<file path="config.mk">
export PLATFORM = sky130hd
export DESIGN_NAME = lrc_cell
export DESIGN_NICKNAME = d
export VERILOG_FILES = /design/src/sv/lrc_pkg.sv /design/src/sv/lrc_cell.sv
export SDC_FILE = /design/constraint.sdc
export NUM_CORES = 1
export LEC_CHECK = 0
export BUFFER_PORTS_ARGS = -buffer_cell sky130_fd_sc_hd__buf_2
export CELL_PAD_IN_SITES_DETAIL_PLACEMENT = 1
export CELL_PAD_IN_SITES_GLOBAL_PLACEMENT = 2
export CORE_AREA = 2 2 225 227
export CTS_BUF_LIST = sky130_fd_sc_hd__clkbuf_16
export DETAILED_ROUTE_END_ITERATION = 7
export DIE_AREA = 0 0 227 229
export PLACE_DENSITY_LB_ADDON = 0.1
export REMOVE_ABC_BUFFERS = 1
export SYNTH_ARGS = -nofsm -noshare
export SYNTH_HDL_FRONTEND = slang
export SYNTH_SLANG_ARGS = --single-unit
export TNS_END_PERCENT = 10
</file>
<file path="constraint.sdc">
create_clock -name clk -period 2 [get_ports clk]
set_clock_uncertainty 0.2 [all_clocks]
set_input_delay 0.6 -clock clk [delete_from_list [all_inputs] [get_ports clk]]
set_output_delay 0.6 -clock clk [all_outputs]
set_load 0.01 [all_outputs]
</file>
<file path="src/sv/lrc_pkg.sv">
`default_nettype none
package lrc_pkg;

  // Default store depth and fixed field widths
  localparam int ENTRIES_DEF = 64;
  localparam int WORDS       = 6;
  localparam int WORD_W      = 32;
  localparam int KEY_W       = 64;

  // Request codes; the fourth code is ignored
  typedef enum logic [1:0] {
    CMD_LOOKUP = 2'd0,
    CMD_INSERT = 2'd1,
    CMD_CLEAR  = 2'd2
  } cmd_t;

  // Request word
  typedef struct packed {
    logic [1:0]        command;
    logic [WORD_W-1:0] effect_id;
    logic [WORD_W-1:0] frame_number;
    logic [WORD_W-1:0] pos_x_in;
    logic [WORD_W-1:0] pos_y_in;
    logic [WORD_W-1:0] pos_z_in;
    logic [WORD_W-1:0] rot_x_in;
    logic [WORD_W-1:0] rot_y_in;
    logic [WORD_W-1:0] rot_z_in;
  } lrc_in_t;

  // Result word
  typedef struct packed {
    logic              hit;
    logic [WORD_W-1:0] pos_x_out;
    logic [WORD_W-1:0] pos_y_out;
    logic [WORD_W-1:0] pos_z_out;
    logic [WORD_W-1:0] rot_x_out;
    logic [WORD_W-1:0] rot_y_out;
    logic [WORD_W-1:0] rot_z_out;
    logic [WORD_W-1:0] hit_total;
    logic [WORD_W-1:0] miss_total;
  } lrc_out_t;

  // One cached entry as it moves along the cell chain
  typedef struct packed {
    logic [KEY_W-1:0]             key;
    logic [WORDS-1:0][WORD_W-1:0] words;
  } lrc_entry_t;

endpackage
`default_nettype wire

</file>
<file path="src/sv/lrc_cell.sv">
`default_nettype none
module lrc_cell (
  input  wire logic                      clk,
  input  wire logic                      rst_n,
  input  wire logic                      cmp_en,
  input  wire logic [lrc_pkg::KEY_W-1:0] cmp_key,
  input  wire logic                      cell_vld,
  input  wire logic                      load,
  input  wire lrc_pkg::lrc_entry_t       up_entry,
  output lrc_pkg::lrc_entry_t            entry,
  output logic                           match
);
  import lrc_pkg::*;

  lrc_entry_t entry_r;
  logic       match_r;

  // Take the upstream neighbor's entry when the chain shifts through here
  always_ff @(posedge clk) begin
    if (load) begin
      entry_r <= up_entry;
    end
  end

  // Compare the held key against the request key
  always_ff @(posedge clk) begin
    if (!rst_n) begin
      match_r <= 1'b0;
    end else begin
      match_r <= cmp_en && cell_vld && (entry_r.key == cmp_key);
    end
  end

  assign entry = entry_r;
  assign match = match_r;

  a_match_src: assert property (@(posedge clk) disable iff (!rst_n)
    match_r |-> $past(cmp_en && cell_vld))
    else $error("cell match without a valid compare");

endmodule
`default_nettype wire

</file>
==> qor.txt <==
status = complete, no violations
Final Non-Filler Cells = 1690
Max stage delay on crit path = 0.47 ns
Detail Placement HPWL = 27600 µm
Reg2Reg Depth = 6
RSZ-0062 raised after global routing = true
CP cell instances = buf_2
simple logic cell fraction of the synthesized area = 1.74%
Post-Synthesis Cells = 344
Critical R2R Launch = entry[195]
Bufs on Longest Clock Path = 3
vias in the first global route = 6440
core footprint = 49700 µm²
Power Dens Cells = 998 nW/µm²
DRT antenna net count = 0
fin crit share = 98.5%
vias after detailed routing = 5830
CTS root buf = clkbuf_16
fmax = 0.508 GHz
layout cells sized above 1 = 64.5%
CP startpoint = entry[206]
Starting Density = 16.9%
Rel. slew slack = 73.6%
Crit Path Category = register to output port
WL/cell = 19.8 µm
Boundary Pins = 582
layout filler cell count = 5531
critical path peak fanout = 2
worst hold-check path type = input port to register
P&R area growth vs syn = 61.0%
Yosys cell types = 9
critical path depth in cells = 1
YS warnings = 0
DRC = 0
mapped cell area = 8410 µm²
TritonCTS clock tree = yes
row cnt = 82
TNS Setup = 0 ns
Lkg Pwr = 5.68 nW
Synth Area per Inst = 24.5 µm²
Die Area = 52000 µm²
Clock transition at path regs = 0.06 ns
final setup fails = 0
element type at the critical path end = output port
CTS H-tree depth = 2
nets = 1312
Post-Route Utilization = 27.3%
Worst setup SP type = register
die height = 229 µm
port bufs = 581
RR Endpoint = match
slack of the worst reg-to-reg path = 0.09 ns
number of DRC markers in iteration 0 = 147
post-synthesis compound-gate area fraction = 0%
WP data arrival = 1.17 ns
CP delay by family, top = flip-flops
worst setup path end = entry[206]
WP data required = 1.20 ns
Placer Congestion = 0.795
commonest non-fill, non-tap cell in the layout = buf_2
most frequent cells in the layout = buf_2, edfxtp_1, xnor2_1
Peak VDD IR = 0.000597 V
post-synthesis register bit count = 257
clock latency on the worst-skew pair = 0.52 ns
max-slew violations = 0
post-synthesis mux area share = 0%
Die Wd = 227 µm
initial antenna violation count = 21
Post-Place Cells = 1620
maxcap violations = 0
fraction of synthesized cell area in xor and xnor cells = 6.66%
Critical-path top delay cell = edfxtp_1
total grt overflow = 0
largest family of logic cells by synthesized area = XOR/XNOR gates
Detailed Route WL = 33400 µm
total CTS buffers = 34
Final Hold Vio Count = 0
register area share after synthesis = 91.6%
first-pass GRT wire length = 45700 µm
adder-cell share of the synthesized area = 0%
CTS Sinks = 257
post-layout minimum cycle time = 1.97 ns
Hold Slack = 0.0469 ns
largest net degree at the start of global routing = 41
drt pass-1 iters = 4
Worst Path Buf+Inv = 1
vias per inst = 3.45
worst-margin pin slew = 0.393 ns
GR Util All Layers = 12.4%
==> stage by stage <==
stage / power, mW / setup WS (ns) / area (µm²)
6_report: 13.5 / 0.0298 / 13600
3_5_place_dp: 8.09 / -0.216 / 12500
4_1_cts: 13.9 / -0.0197 / 13500
5_1_grt: 14.1 / -0.0349 / 13500
2_1_floorplan: 7.03 / 0.272 / 8410
3_3_place_gp: 8.10 / -0.240 / 12500
==> routing by layer <==
| metal | global-route usage [%] | routed length (µm) |
|---|---|---|
| met1 | 12.0 | 11000 |
| met2 | 21.5 | 16600 |
| met3 | 8.12 | 4840 |
| met4 | 3.80 | 797 |
| met5 | 0 | 179 |
==> timing repair <==
| action | in CTS | in global routing |
|---|---|---|
| buffers inserted | 3 | 0 |
| pin swaps | 0 | 2 |
| hold buffers | 0 | 0 |
| resized for setup | 0 | 2 |
| endpoints found under the setup margin | 6 | 7 |
==> worst min-delay path by stage <==
stage / from / end / cells after the start
after floorplan: entry[225] / match / 3
after global placement: entry[225] / match / 3
after detailed placement: entry[225] / match / 3
after CTS: up_entry[142] / entry[142] / 1
after global routing: up_entry[178] / entry[178] / 1
final: up_entry[41] / entry[41] / 1
==> cells by family after synthesis <==
family / count (synthesis)
XOR/XNOR: 64
flip-flops: 257
AND/OR/NAND/NOR: 23
==> flip-flops by register name (all words and copies together) (netlist names) <==
signal  flops
match       1
entry     256
==> layout make-up <==
class	count	area [µm²]	share of cell area [%]
sequential	257	7710	56.9
clock inverter	25	138	1.02
antenna	7	17.5	0.129
clock buffer	35	876	6.46
tap	672	841	6.20
timing repair buffer	607	3250	24.0
multi-input combinational	87	721	5.32
==> where the power goes <==
part | leakage, nW | total (mW) | internal (mW) | switching, mW
clock network | 0.513 | 5.59 | 3.28 | 2.30
registers | 2.51 | 6.56 | 6.41 | 0.152
logic | 2.65 | 1.38 | 0.649 | 0.732
==> Yosys cell counts, drive strengths merged <==
cell | number | area, µm²
edfxtp | 256 | 7690
xnor2 | 48 | 420
xor2 | 16 | 140
nand4 | 13 | 81.3
nor4 | 7 | 50.1
nand3 | 2 | 10.0
dfxtp | 1 | 20.0
nor3 | 1 | 5.00
No activity file was read; power rests on OpenSTA's default activity.
